<file path="config.mk">
export PLATFORM = sky130hd
export DESIGN_NAME = escape_sequence_decoder_flat
export DESIGN_NICKNAME = d
export VERILOG_FILES = /design/src/rtl/esd_pkg.sv /design/src/rtl/esd_in_if.sv /design/src/rtl/esd_out_if.sv /design/src/rtl/esd_decode.sv /design/src/rtl/escape_sequence_decoder.sv /design/src/flat_wrapper.sv
export SDC_FILE = /design/constraint.sdc
export NUM_CORES = 1
export LEC_CHECK = 0
export BUFFER_PORTS_ARGS = -buffer_cell sky130_fd_sc_hd__buf_2
export CAP_MARGIN = 30
export CORE_UTILIZATION = 30
export CTS_BUF_LIST = sky130_fd_sc_hd__clkbuf_4
export CTS_CLUSTER_DIAMETER = 80
export DETAILED_ROUTE_END_ITERATION = 7
export HOLD_SLACK_MARGIN = 0.08
export PLACE_DENSITY = 0.47
export SKIP_LAST_GASP = 1
export SLEW_MARGIN = 20
export SYNTH_ARGS = -nofsm -noshare
export SYNTH_HDL_FRONTEND = slang
export SYNTH_SLANG_ARGS = --single-unit
</file>
<file path="constraint.sdc">
create_clock -name clk -period 4.8 [get_ports clk]
set_clock_uncertainty 0.2 [all_clocks]
set_input_delay 0.72 -clock clk [delete_from_list [all_inputs] [get_ports clk]]
set_output_delay 0.72 -clock clk [all_outputs]
set_load 0.005 [all_outputs]
</file>
<file path="src/rtl/esd_pkg.sv">
`timescale 1ns / 1ps
`default_nettype none
// ----------------------------------------------------------------------------
// esd_pkg
// Types, character constants and decode helpers for the escape sequence
// decoder.
// ----------------------------------------------------------------------------
package esd_pkg;

    typedef enum logic [2:0] {
        PH_PLAIN = 3'd0,
        PH_ESC   = 3'd1,
        PH_HEX1  = 3'd2,
        PH_HEX2  = 3'd3
    } esd_phase_t;

    typedef enum logic [1:0] {
        ESC_KNOWN = 2'd0,
        ESC_HEX   = 2'd1,
        ESC_BAD   = 2'd2
    } esd_esc_kind_t;

    localparam logic [7:0] CH_0         = 8'h30;
    localparam logic [7:0] CH_9         = 8'h39;
    localparam logic [7:0] CH_LA        = 8'h61;
    localparam logic [7:0] CH_LF        = 8'h66;
    localparam logic [7:0] CH_UA        = 8'h41;
    localparam logic [7:0] CH_UF        = 8'h46;
    localparam logic [7:0] CH_UZ        = 8'h5A;
    localparam logic [7:0] CH_LX        = 8'h78;
    localparam logic [7:0] CH_LB        = 8'h62;
    localparam logic [7:0] CH_LN        = 8'h6E;
    localparam logic [7:0] CH_LR        = 8'h72;
    localparam logic [7:0] CH_LT        = 8'h74;
    localparam logic [7:0] CH_LV        = 8'h76;
    localparam logic [7:0] CH_QUOTE     = 8'h27;
    localparam logic [7:0] CH_DQUOTE    = 8'h22;
    localparam logic [7:0] CH_BACKSLASH = 8'h5C;
    localparam logic [7:0] CASE_OFFSET  = 8'h20;
    localparam logic [7:0] DIGIT_TEN    = 8'd10;

    typedef struct packed {
        logic       ok;
        logic [3:0] value;
    } esd_digit_t;

    typedef struct packed {
        esd_esc_kind_t kind;
        logic [7:0]    value;
    } esd_esc_t;

    typedef struct packed {
        logic [7:0] out_byte;
        logic       out_valid;
        logic       out_end;
        logic       out_error;
    } esd_result_t;

    typedef struct packed {
        esd_phase_t phase;
        logic [3:0] high_nibble;
        logic       failed;
    } esd_state_t;

    function automatic esd_digit_t hex_digit(input logic [7:0] b);
        esd_digit_t d;
        logic [7:0] t;
        d = '{ok: 1'b0, value: 4'd0};
        t = 8'd0;
        if (b >= CH_0 && b <= CH_9)
        begin
            t = b - CH_0;
            d.ok = 1'b1;
        end
        else if (b >= CH_LA && b <= CH_LF)
        begin
            t = b - CH_LA + DIGIT_TEN;
            d.ok = 1'b1;
        end
        else if (b >= CH_UA && b <= CH_UF)
        begin
            t = b - CH_UA + DIGIT_TEN;
            d.ok = 1'b1;
        end
        d.value = t[3:0];
        return d;
    endfunction

    function automatic esd_esc_t escape_map(input logic [7:0] b);
        esd_esc_t   e;
        logic [7:0] lc;
        lc = b;
        if (b >= CH_UA && b <= CH_UZ)
        begin
            lc = b + CASE_OFFSET;
        end
        e = '{kind: ESC_KNOWN, value: 8'h00};
        case (lc)
            CH_QUOTE:     e.value = 8'h27;
            CH_DQUOTE:    e.value = 8'h22;
            CH_BACKSLASH: e.value = 8'h5C;
            CH_0:         e.value = 8'h00;
            CH_LA:        e.value = 8'h07;
            CH_LB:        e.value = 8'h08;
            CH_LF:        e.value = 8'h0C;
            CH_LN:        e.value = 8'h0A;
            CH_LR:        e.value = 8'h0D;
            CH_LT:        e.value = 8'h09;
            CH_LV:        e.value = 8'h0B;
            CH_LX:        e.kind  = ESC_HEX;
            default:      e.kind  = ESC_BAD;
        endcase
        return e;
    endfunction

endpackage
`default_nettype wire

</file>
<file path="src/rtl/esd_in_if.sv">
`timescale 1ns / 1ps
`default_nettype none
// ----------------------------------------------------------------------------
// esd_in_if
// Raw byte channel: valid/ready handshake carrying one string byte per beat.
// ----------------------------------------------------------------------------
interface esd_in_if;
    logic       valid;
    logic       ready;
    logic [7:0] in_byte;
    logic       in_last;

    modport source (output valid, output in_byte, output in_last, input ready);
    modport sink   (input valid, input in_byte, input in_last, output ready);
endinterface
`default_nettype wire

</file>
<file path="src/rtl/esd_out_if.sv">
`timescale 1ns / 1ps
`default_nettype none
// ----------------------------------------------------------------------------
// esd_out_if
// Decoded result channel: valid/ready handshake, one result per beat.
// ----------------------------------------------------------------------------
interface esd_out_if;
    logic       valid;
    logic       ready;
    logic [7:0] out_byte;
    logic       out_valid;
    logic       out_end;
    logic       out_error;

    modport source (output valid, output out_byte, output out_valid,
                    output out_end, output out_error, input ready);
    modport sink   (input valid, input out_byte, input out_valid,
                    input out_end, input out_error, output ready);
endinterface
`default_nettype wire

</file>
<file path="src/rtl/esd_decode.sv">
`timescale 1ns / 1ps
`default_nettype none
// ----------------------------------------------------------------------------
// esd_decode
// Per-byte decode: next decoder state and the result for one raw byte.
// ----------------------------------------------------------------------------
module esd_decode
    import esd_pkg::*;
(
    input  esd_state_t  state,
    input  logic [7:0]  in_byte,
    input  logic        in_last,
    output esd_state_t  state_next,
    output esd_result_t result,
    output logic        emit
);

    esd_digit_t dig;
    esd_esc_t   esc;
    logic       have;
    logic [7:0] val;
    esd_state_t st;

    assign dig = hex_digit(in_byte);
    assign esc = escape_map(in_byte);

    always_comb
    begin
        st   = state;
        have = 1'b0;
        val  = 8'h00;
        if (!state.failed)
        begin
            case (state.phase)
                PH_ESC:
                begin
                    case (esc.kind)
                        ESC_HEX:   st.phase = PH_HEX1;
                        ESC_KNOWN:
                        begin
                            val      = esc.value;
                            have     = 1'b1;
                            st.phase = PH_PLAIN;
                        end
                        default:   st.failed = 1'b1;
                    endcase
                end
                PH_HEX1:
                begin
                    if (dig.ok)
                    begin
                        st.high_nibble = dig.value;
                        st.phase       = PH_HEX2;
                    end
                    else
                    begin
                        st.failed = 1'b1;
                    end
                end
                PH_HEX2:
                begin
                    if (dig.ok)
                    begin
                        val      = {state.high_nibble, dig.value};
                        have     = 1'b1;
                        st.phase = PH_PLAIN;
                    end
                    else
                    begin
                        st.failed = 1'b1;
                    end
                end
                default:
                begin
                    if (in_byte == CH_BACKSLASH)
                    begin
                        st.phase = PH_ESC;
                    end
                    else
                    begin
                        val      = in_byte;
                        have     = 1'b1;
                        st.phase = PH_PLAIN;
                    end
                end
            endcase
            // an escape left open at the end of the string is malformed
            if (in_last && st.phase != PH_PLAIN)
            begin
                st.failed = 1'b1;
            end
        end
    end

    always_comb
    begin
        emit             = in_last || have;
        result.out_end   = in_last;
        result.out_error = in_last && st.failed;
        result.out_valid = have && !(in_last && st.failed);
        result.out_byte  = result.out_valid ? val : 8'h00;
        if (in_last)
        begin
            state_next = '{phase: PH_PLAIN, high_nibble: 4'd0, failed: 1'b0};
        end
        else
        begin
            state_next = st;
        end
    end

endmodule
`default_nettype wire

</file>
<file path="src/rtl/escape_sequence_decoder.sv">
`timescale 1ns / 1ps
`default_nettype none
// ----------------------------------------------------------------------------
// escape_sequence_decoder
// Streaming decoder for C-style string escapes, one raw byte per beat.
// ----------------------------------------------------------------------------
// One raw byte is taken per clock cycle while the result register is empty or
// being drained in the same cycle; the decoder state and the escape lookup
// settle within that cycle, so a byte's result is on the output in the cycle
// after its beat and a new byte can follow on every cycle. Bytes that open or
// continue an escape produce no result unless they end the string. The beat
// with out_end closes each string; if out_error is set there, the consumer
// discards every byte it received for that string.
module escape_sequence_decoder
    import esd_pkg::*;
(
    input  wire        clk,
    input  wire        rst_n,
    esd_in_if.sink     raw,
    esd_out_if.source  decoded
);

    esd_state_t  state_reg;
    esd_state_t  state_next;
    esd_result_t result_reg;
    esd_result_t result_next;
    logic        res_valid_reg;
    logic        res_valid_next;
    logic        emit;
    logic        accept;

    esd_decode u_decode (
        .state      (state_reg),
        .in_byte    (raw.in_byte),
        .in_last    (raw.in_last),
        .state_next (state_next),
        .result     (result_next),
        .emit       (emit)
    );

    assign raw.ready = !res_valid_reg || decoded.ready;
    assign accept    = raw.valid && raw.ready;

    always_comb
    begin
        res_valid_next = res_valid_reg;
        if (decoded.ready)
        begin
            res_valid_next = 1'b0;
        end
        if (accept && emit)
        begin
            res_valid_next = 1'b1;
        end
    end

    always_ff @(posedge clk or negedge rst_n)
    begin
        if (!rst_n)
        begin
            state_reg     <= '{phase: PH_PLAIN, high_nibble: 4'd0, failed: 1'b0};
            res_valid_reg <= 1'b0;
        end
        else
        begin
            res_valid_reg <= res_valid_next;
            if (accept)
            begin
                state_reg <= state_next;
            end
        end
    end

    // hold payload until a new result is loaded
    always_ff @(posedge clk)
    begin
        if (accept && emit)
        begin
            result_reg <= result_next;
        end
    end

    assign decoded.valid     = res_valid_reg;
    assign decoded.out_byte  = result_reg.out_byte;
    assign decoded.out_valid = result_reg.out_valid;
    assign decoded.out_end   = result_reg.out_end;
    assign decoded.out_error = result_reg.out_error;

endmodule
`default_nettype wire
</file>
<file path="src/flat_wrapper.sv">
// flat-port wrapper written by rule: the top's interface ports become plain ports
module escape_sequence_decoder_flat import esd_pkg::*;
  (clk, rst_n, raw_valid, raw_in_byte, raw_in_last, raw_ready, decoded_valid, decoded_out_byte, decoded_out_valid, decoded_out_end, decoded_out_error, decoded_ready);
  esd_in_if raw_i ();
  esd_out_if decoded_i ();
  input  wire clk;
  input  wire rst_n;
  input wire logic [$bits(raw_i.valid)-1:0] raw_valid;
  input wire logic [$bits(raw_i.in_byte)-1:0] raw_in_byte;
  input wire logic [$bits(raw_i.in_last)-1:0] raw_in_last;
  output wire logic [$bits(raw_i.ready)-1:0] raw_ready;
  output wire logic [$bits(decoded_i.valid)-1:0] decoded_valid;
  output wire logic [$bits(decoded_i.out_byte)-1:0] decoded_out_byte;
  output wire logic [$bits(decoded_i.out_valid)-1:0] decoded_out_valid;
  output wire logic [$bits(decoded_i.out_end)-1:0] decoded_out_end;
  output wire logic [$bits(decoded_i.out_error)-1:0] decoded_out_error;
  input wire logic [$bits(decoded_i.ready)-1:0] decoded_ready;
  assign raw_i.valid = raw_valid;
  assign raw_i.in_byte = raw_in_byte;
  assign raw_i.in_last = raw_in_last;
  assign raw_ready = raw_i.ready;
  assign decoded_valid = decoded_i.valid;
  assign decoded_out_byte = decoded_i.out_byte;
  assign decoded_out_valid = decoded_i.out_valid;
  assign decoded_out_end = decoded_i.out_end;
  assign decoded_out_error = decoded_i.out_error;
  assign decoded_i.ready = decoded_ready;
  escape_sequence_decoder u_core (.clk(clk), .rst_n(rst_n), .raw(raw_i), .decoded(decoded_i));
endmodule
</file>
**After elaboration in Yosys (flattened, before gate mapping)**

Cells that the tools add are included.

- $add $sub $neg: 6
- $lt $le $gt $ge: 7
- Equality and inequality tests: 18
- Mux-type cells: 33
- Bitwise gates (word level): 1
- Reduce and logical (&&, ||, !) cells: 24

Operator list:

| operator | count |
|---|---|
| == test 8 x 7 -> 1 bit (second input constant) | 10 |
| one-hot mux 7 bit (10 select lines) | 1 |
| two-way mux 8 bit | 6 |
| == test 8 x 6 -> 1 bit (second input constant) | 3 |
| less-or-equal comparator 8 x 7 -> 1 bit (second input constant) | 3 |
| one-hot mux 8 bit (3 select lines) | 1 |
| >= comparator 8 x 7 -> 1 bit (second input constant) | 2 |
| two-way mux 4 bit | 4 |
| two-way mux 1 bit | 13 |
| subtractor 4 x 1 -> 4 bit (second input constant) | 3 |
| OR reduction 11 bit | 1 |
| logical AND 1 bit | 9 |
| one-hot mux 3 bit (3 select lines) | 1 |
| adder 4 bit (second input constant) | 2 |
| adder 8 x 6 -> 8 bit (second input constant) | 1 |
| >= comparator 8 x 6 -> 1 bit (second input constant) | 1 |
| less-or-equal comparator 8 x 6 -> 1 bit (second input constant) | 1 |
| two-way mux 7 bit | 1 |
| == test 3 x 2 -> 1 bit (second input constant) | 2 |
| two-way mux 3 bit | 2 |
| one-hot mux 3 bit (2 select lines) | 1 |
| nonzero test 2 bit | 3 |
| OR reduction 2 bit | 3 |
| one-hot mux 2 bit (2 select lines) | 1 |
| 12 further kinds | 14 |

- Register bits after elaboration: 20
- Input port bits: 13
- Output and inout port bits: 13
- Word-level logic and storage cells: 97

**Longest topological paths before layout**

Gate-level depths: netlist of run 1.

- Depth in word-level cells: 19
- Gate-level depth with buffers: 11
- Depth with buffers taken out: 9

**Modules after synthesis**

From an unflattened synthesis of run 1, not the netlist that was laid out.

- Cell total of the unflattened synthesis: 205
- Area total of the unflattened synthesis: 1861.8 sq um

Modules (own cells, without submodules):

| module | times used | cells each | area each (sq um) | seq. area each (sq um) |
|---|---|---|---|---|
| esd_decode | 1 | 172 | 1147.4 | 0.0 |
| escape_sequence_decoder | 1 | 33 | 714.4 | 555.5 |

**Least setup slack after synthesis of run 1**

Ideal clock, no wire load.

- Path kind: input -> register
- From: input port raw_in_byte[5]
- To: register u_core.result_reg, in the netlist u_core.decoded.out_byte[0] (enable)
- Setup time: 378 ps
- Arrival: 3176 ps
- Required time: 4222 ps
- Setup slack: 1046 ps
- Cell stages on the path: 10
- Buffers on the path: 1
- Cell sequence: clkbuf_1 -> inv_1 -> ha_1 -> or4b_2 -> o32a_1 -> a211oi_1 -> o21ai_1 -> nand3_2 -> a311oi_1 -> nor2_1

- Longest elaborated chain between the ends: 12
- Elaborated cells between the ends (all ways): 39
- Classes of those cells: 1 x add/sub; 7 x order compare; 13 x eq/ne; 10 x mux; 8 x reduce/logical

Ends and longest elaborated chain:

| element | line | text |
|---|---|---|
| start: declaration | flat_wrapper.sv:9 | `input wire logic [$bits(raw_i.in_byte)-1:0] raw_in_byte;` |
| >= comparator 8 x 7 -> 1 bit or less-or-equal comparator 8 x 7 -> 1 bit (tied branches) | esd_pkg.sv:80, esd_pkg.sv:93 |  |
| logical AND 1 bit | esd_pkg.sv:93 | `if (b >= CH_UA && b <= CH_UZ)` |
| two-way mux 8 bit | esd_pkg.sv:93 |  |
| == test 8 x 7 -> 1 bit or == test 8 x 6 -> 1 bit (tied branches) | esd_pkg.sv:98 | `case (lc)` |
| OR reduction 11 bit (no source line) | -- |  |
| one-hot mux 2 bit (2 select lines) | esd_pkg.sv:98 |  |
| zero test 2 bit | esd_decode.sv:37 | `case (esc.kind)` |
| two-way mux 1 bit | esd_decode.sv:37 |  |
| one-hot mux 1 bit (3 select lines) * | esd_decode.sv:34 | `case (state.phase)` |
| two-way mux 1 bit * | esd_decode.sv:32 | `if (!state.failed)` |
| logical OR 1 bit * | esd_decode.sv:97 | `emit = in_last \|\| have;` |
| logical AND 1 bit * | escape_sequence_decoder.sv:77 | `if (accept && emit)` |
| end signal: assignment | escape_sequence_decoder.sv:79 | `result_reg <= result_next;` |
| end: declaration | escape_sequence_decoder.sv:25 | `esd_result_t result_reg;` |

Mark *: on every way between the ends. The rest lies on a longest branch, timed or not.
A chain may end at the register's enable or synchronous reset.

**Worst setup path after layout of run 1**

- From: input port raw_in_byte[0]
- To: register u_core.result_reg, in the netlist u_core.decoded.out_byte[4] (enable)

The elaborated chain is that of the path after synthesis.

==> impl_metrics.tcl, run 1 <==
set metrics [dict create \
    cp_max_fo 11 \
    ys_types 59 \
    placed_cell_area_um2 1900 \
    final_max_slew_viol_count 0 \
    synth_edf_count 11 \
    ir_worst_vdd_mv 0.113 \
    htreeDepth 1 \
    cts_setup_buffers 0 \
    die_area_um2 6090 \
    cts_buffer_depth 2 \
    grt_overflow 0 \
    dr_total_vias 1613 \
    finalSetupViolCount 0 \
    rsz0062_at_grt "no" \
    first_iter_violations 162 \
    synth_ff_type "edfxtp_1" \
    critPathLaunchType "input pin" \
    avgRoutedWirePerCell_um 15.8 \
    synth_fp_nets 217 \
    hold_viol_final 0 \
    cts-root-buf "clkbuf_4" \
    period_share 0.746 \
    final_nets 237 \
    cts_resized 0 \
    syn_area_um2 1730 \
    total_leakage_power_nw 0.747 \
    portBuffers 25 \
    maxSlewHeadroom 0.518 \
    grt_usage 0.158 \
    clock.fmax_ghz 0.279 \
    critPathArrivalTime_ns 3.44 \
    die_y_um 78.0 \
    pwr_density_cell_nw_per_um2 230 \
    pwr-share-clk 0.302 \
    max_cap_violations 0 \
    grt_max_degree 21 \
    worstSetupEndpointType "flip-flop" \
    cts_tree "yes" \
    final_cell_area_um2 1960 \
    power_mw 0.452 \
    comb_power_share 0.224 \
    cts_hold_buf 1 \
    drc 0 \
    ys_seq_area_frac 0.320 \
    grt_pass1_wl_mm 7.67 \
    drt_first_pass_iters 4 \
    status "finished clean" \
    finalCriticalPeriod_ns 3.58 \
    synth.ff_latch_count 20 \
    antenna_found_initial 0 \
    p_sw_frac 0.283 \
    rows 27 \
    worst_pin_slew_ns 0.718 \
    drive_above_1_share 0.198 \
    p_int_mw 0.324 \
    vias_per_cell 5.58 \
    initial_core_util 0.313 \
    core_area_um2 5540 \
    routed_wl_mm 4.58 \
    die_w_um 78.0 \
    hold_path.class "reg2reg" \
    clock_latency_ns 0.30 \
    path_clk_slew_ns 0.12 \
    antenna_cells 0 \
    syn_avg_cell_area_um2 8.76 \
    io_pins 26 \
    sequentialPowerShare 0.474 \
    cts_buffers 3 \
    drtAntennaViolNets 0 \
    ys_warn_count 0 \
    setup_tns_ns 0 \
    grt_pass1_vias 1503 \
    place_hpwl_mm 3.53 \
    synthArstFlopShare 0.450 \
    gp_congestion 0.795 \
    synthCells 198 \
    area_growth_pct 13.2 \
    path_class "in2reg" \
    cts_sinks 20 \
    holdWs_ns 0.332 \
    cp.required_ns 4.66 \
    p_sw_mw 0.128 \
]
[critical path, stage by stage]
cell	delay (ns)
buf_2	0.16
inv_1	0.11
ha_1	0.29
or4b_1	0.50
and3_2	0.25
a21oi_1	0.35
nor2_1	0.23
o21a_1	0.26
a311oi_1	0.33
nor2_1	0.07
buf_4	0.19
[stage by stage]
step,setup WS (ns),std cells,utilization
after floorplan,1.05,198,-
after global placement,0.920,284,0.343
after detailed placement,0.890,284,0.343
after CTS,1.22,289,0.354
after global routing,1.01,289,0.354
final,1.22,289,0.354
[worst paths after layout]
check                               startpoint                    endpoint  slack [ns]  cells after the start
min in group asynchronous                rst_n         u_core.state_reg[2]        0.59                      2
min                        u_core.state_reg[4]         u_core.state_reg[4]        0.33                      1
max in group asynchronous                rst_n         u_core.state_reg[3]        3.63                      2
min reg2reg                u_core.state_reg[4]         u_core.state_reg[4]        0.33                      1
max reg2reg                u_core.state_reg[5]  u_core.decoded.out_byte[4]        2.33                      6
max                             raw_in_byte[0]  u_core.decoded.out_byte[4]        1.22                     11
[routing by layer]
metal / GRT usage / wire length, um / vias up
met5: 0 / 0 / -
li1: - / - / 795
met2: 0.249 / 2040 / 31
met4: 0.0222 / 20 / 0
met3: 0.0256 / 116 / 2
met1: 0.232 / 2400 / 785
[power by group through the flow]
stage / logic, mW / clock network (mW) / registers, mW
final: 0.101 / 0.136 / 0.214
after global routing: 0.114 / 0.149 / 0.216
after CTS: 0.102 / 0.141 / 0.215
after detailed placement: 0.101 / 0 / 0.219
after global placement: 0.102 / 0 / 0.219
after floorplan: 0.0694 / 0 / 0.213
[cell usage in the layout, fill, tap and decap left out, drive strengths merged, types with 7 or more instances in the layout]
cell type	Yosys	layout
a22oi	7	7
dfrtp	9	9
buf	9	27
nand2	16	16
edfxtp	11	11
inv	11	11
a21oi	18	18
nor2	15	15
nor3	7	7
o21ai	11	11
[final cells by class]
| type | count | area [um2] |
|---|---|---|
| inverters | 11 | 41.3 |
| fillers | 591 | 3580 |
| clock buffers | 3 | 22.5 |
| multi-input cells | 154 | 1070 |
| well taps | 72 | 90.1 |
| repair buffers | 28 | 150 |
| flip-flops and latches | 20 | 556 |
| clock inverters | 1 | 30.0 |
[cell families (layout without fill, tap and decap cells)]
logic type	Yosys count	after routing	share of synthesized area
simple gates	71	71	0.219
compound gates	70	70	0.319
buf+inv	24	43	0.0606
flops	20	20	0.320
fa+ha+maj	6	6	0.0433
xor+xnor	5	5	0.0253
mux	2	2	0.0123
[cell usage after synthesis, types with 4 or more instances]
| master | instances | area, um2 |
|---|---|---|
| nand2_1 | 16 | 60.1 |
| a21oi_1 | 15 | 75.1 |
| nor2_1 | 15 | 56.3 |
| edfxtp_1 | 11 | 330 |
| inv_1 | 11 | 41.3 |
| dfrtp_1 | 9 | 225 |
| o21ai_0 | 9 | 45.0 |
| a22oi_1 | 7 | 52.6 |
| nor3_1 | 7 | 35.0 |
| ha_1 | 6 | 75.1 |
| nand2b_1 | 6 | 37.5 |
| a211oi_1 | 4 | 30.0 |
| clkbuf_1 | 4 | 15.0 |
| o211ai_1 | 4 | 30.0 |
Note: power is estimated with default switching activity, not from simulation.
==> inputs of run 2 (changes only) <==
--- a/config.mk
+++ b/config.mk
@@ -5,6 +5,7 @@
 export SDC_FILE = /design/constraint.sdc
 export NUM_CORES = 1
 export LEC_CHECK = 0
+export ABC_AREA = 1
 export BUFFER_PORTS_ARGS = -buffer_cell sky130_fd_sc_hd__buf_2
 export CAP_MARGIN = 30
 export CORE_UTILIZATION = 30
@@ -12,7 +13,7 @@
 export CTS_CLUSTER_DIAMETER = 80
 export DETAILED_ROUTE_END_ITERATION = 7
 export HOLD_SLACK_MARGIN = 0.08
-export PLACE_DENSITY = 0.47
+export PLACE_DENSITY = 0.49
 export SKIP_LAST_GASP = 1
 export SLEW_MARGIN = 20
 export SYNTH_ARGS = -nofsm -noshare
==> constraint.sdc (replaced) <==
create_clock -name clk -period 3.21 [get_ports clk]
set_clock_uncertainty 0.2 [all_clocks]
set_input_delay 0.4815 -clock clk [delete_from_list [all_inputs] [get_ports clk]]
set_output_delay 0.4815 -clock clk [all_outputs]
set_load 0.005 [all_outputs]
==> run 2 against run 1 <==
Core utilization up 1.5 points. Combinational power rose to 3.5 times the previous value. Die area down 8.1%. Setup slack worse by 0.80 ns. Clock-buffer cell count unchanged. Synthesized area down 8.3%. Critical endpoint unchanged.
==> impl_metrics.tcl, run 2 <==
set metrics [dict create \
    clock_latency_ns 0.31 \
    cts_sinks 20 \
    cts-root-buf "clkbuf_4" \
    place_hpwl_mm 3.21 \
    clock.fmax_ghz 0.358 \
    max_cap_violations 0 \
    hold_viol_final 0 \
    yosys-top-cells-area "edfxtp_1 (21%), dfrtp_1 (14%), nand2_1 (12%), inv_1 (10%), nor2_1 (8.7%)" \
    worstSetupEndpointType "flip-flop" \
    die_area_um2 5600 \
    cts_buffers 3 \
    path_clk_slew_ns 0.12 \
    synth_ff_type "edfxtp_1" \
    sequentialPowerShare 0.435 \
    final_cell_mix "nand2_1 (50), inv_1 (43), nor2_1 (37)" \
    pwr-share-clk 0.144 \
    cp.required_ns 3.04 \
    maxSlewHeadroom 0.597 \
    path_class "in2reg" \
    cts_buffer_depth 2 \
    synthArstFlopShare 0.450 \
    setup_tns_ns 0 \
    syn_area_um2 1590 \
    pwr_density_cell_nw_per_um2 449 \
    yosysMostFrequentCell "nand2_1" \
    synth_common_cells "nand2_1 (50), inv_1 (43), nor2_1 (37)" \
    antenna_found_initial 0 \
    area_growth_pct 18.6 \
    final_nets 290 \
    ir_worst_vdd_mv 0.180 \
    synthCells 236 \
    ys_types 28 \
    p_int_mw 0.531 \
    synth_edf_count 11 \
    portBuffers 25 \
    grt_max_degree 12 \
    cp_max_fo 11 \
    die_y_um 74.8 \
    critPathArrivalTime_ns 2.62 \
    drt_first_pass_iters 4 \
    drive_above_1_share 0.181 \
    rsz0062_at_grt "no" \
    p_sw_mw 0.316 \
    drc 0 \
    initial_core_util 0.311 \
    die_w_um 74.8 \
    total_leakage_power_nw 0.904 \
    yosysTopAreaCellShare 0.208 \
    synth.ff_latch_count 20 \
    routed_wl_mm 4.03 \
    synth_top_area_cell "edfxtp_1" \
    avgRoutedWirePerCell_um 11.9 \
    synth_fp_nets 255 \
    grt_usage 0.152 \
    ys_seq_area_frac 0.349 \
    period_share 0.871 \
    hold_path.class "in2reg" \
    grt_overflow 0 \
    vias_per_cell 4.74 \
    dr_total_vias 1610 \
    io_pins 26 \
    antenna_cells 0 \
    core_area_um2 5110 \
    finalSetupViolCount 0 \
    htreeDepth 1 \
    comb_power_share 0.421 \
    grt_pass1_wl_mm 6.56 \
    ys_warn_count 0 \
    drtAntennaViolNets 0 \
    p_sw_frac 0.373 \
    grt_pass1_vias 1488 \
    finalCoreUtilization 0.369 \
    critPathLaunchType "input pin" \
    status "finished clean" \
    worst_pin_slew_ns 0.603 \
    rows 26 \
    cts_resized 0 \
    cts_tree "yes" \
    final_common_cell "nand2_1" \
    first_iter_violations 109 \
    syn_avg_cell_area_um2 6.74 \
    gp_congestion 0.954 \
    finalCriticalPeriod_ns 2.79 \
    final_max_slew_viol_count 0 \
    fillers 556 \
]
[run 2: cell types whose count changed in the layout (fill, tap and decap cells not counted), moves of 7 or more]
cell and delta:
nand2_1 +34, inv_1 +32, nor2_1 +22, nand2_2 +7
a21oi_1 -7, nand3_1 +18
[run 2: stage by stage]
step           hold slack [ns]  instance area, um2  power (mW)  instances  worst slack (ns)
3_3_place_gp             0.152                1850       0.734        335             0.148
4_1_cts                  0.204                1890       0.855        340             0.454
3_5_place_dp             0.154                1850       0.731        335             0.127
6_report                 0.208                1890       0.847        340             0.415
5_1_grt                  0.207                1890       0.922        340             0.140
2_1_floorplan          -0.0141                1590       0.592        236             0.426
[run 2: power groups by stage]
stage          Sequential, mW  Clock (mW)  Combinational [mW]
2_1_floorplan           0.380           0               0.212
3_3_place_gp            0.373           0               0.361
3_5_place_dp            0.374           0               0.357
4_1_cts                 0.369       0.128               0.359
5_1_grt                 0.379       0.135               0.408
6_report                0.369       0.122               0.356
[run 2: area by class of cell]
type	count	area, um2	area share
sequential	20	556	0.294
timing repair buffer	32	193	0.102
clock inverter	1	3.75	0.00199
multi-input combinational	170	860	0.456
clock buffer	3	22.5	0.0119
tap	70	87.6	0.0464
inverter	44	165	0.0875
[run 2: cells by family after synthesis]
logic type / share of synthesized area
AOI/OAI and AO/OA: 0.126
xor gates and xnor gates: 0.00551
adders and majority gates: 0.0472
buffers and inverters: 0.110
DFF: 0.349
and+or+nand+nor: 0.362
[run 2: worst paths after layout]
| path | startpoint | end | slack (ns) | cells past startpoint |
|---|---|---|---|---|
| hold reg to reg | u_core.state_reg[7] | u_core.state_reg[7] | 0.33 | 2 |
| hold / removal | raw_in_last | u_core.decoded.out_end | 0.21 | 1 |
| max in group asynchronous | rst_n | u_core.state_reg[3] | 2.24 | 2 |
| setup / recovery | raw_in_byte[0] | u_core.decoded.out_byte[4] | 0.42 | 20 |
| min in group asynchronous | rst_n | u_core.decoded.valid | 0.36 | 2 |
| setup reg to reg | u_core.state_reg[5] | u_core.decoded.out_byte[4] | 0.81 | 11 |
[run 2: critical path: stages]
cell     delay, ns
buf_2         0.12
inv_1         0.14
ha_1          0.25
nand3_1       0.12
nand2_1       0.10
nand2_1       0.11
nand3_1       0.12
nand2_2       0.07
nor2_2        0.20
nand3_1       0.15
nand2_1       0.11
nor2_1        0.05
nand2_2       0.06
nand2_1       0.06
nand2_2       0.10
nand2_4       0.05
nand2_2       0.05
nand2_2       0.05
inv_1         0.08
buf_12        0.13
[run 2: timing repair]
action / 4_1_cts / 5_1_grt
setup buffers: 0 / 0
endpoints found under the hold margin: 9 / 0
endpoints found under the setup margin: 0 / 0
hold buffers: 1 / 0
[run 2: routing by layer]
metal  global-route usage  wire length, um  vias to the layer above  part of all wire
li1                     -                -                      833                 -
met1                0.190             1850                      734              0.46
met2                0.272             1990                       36              0.49
met3               0.0120              106                        7             0.026
met4               0.0608               82                        0             0.020
met5                    0                0                        -                 0
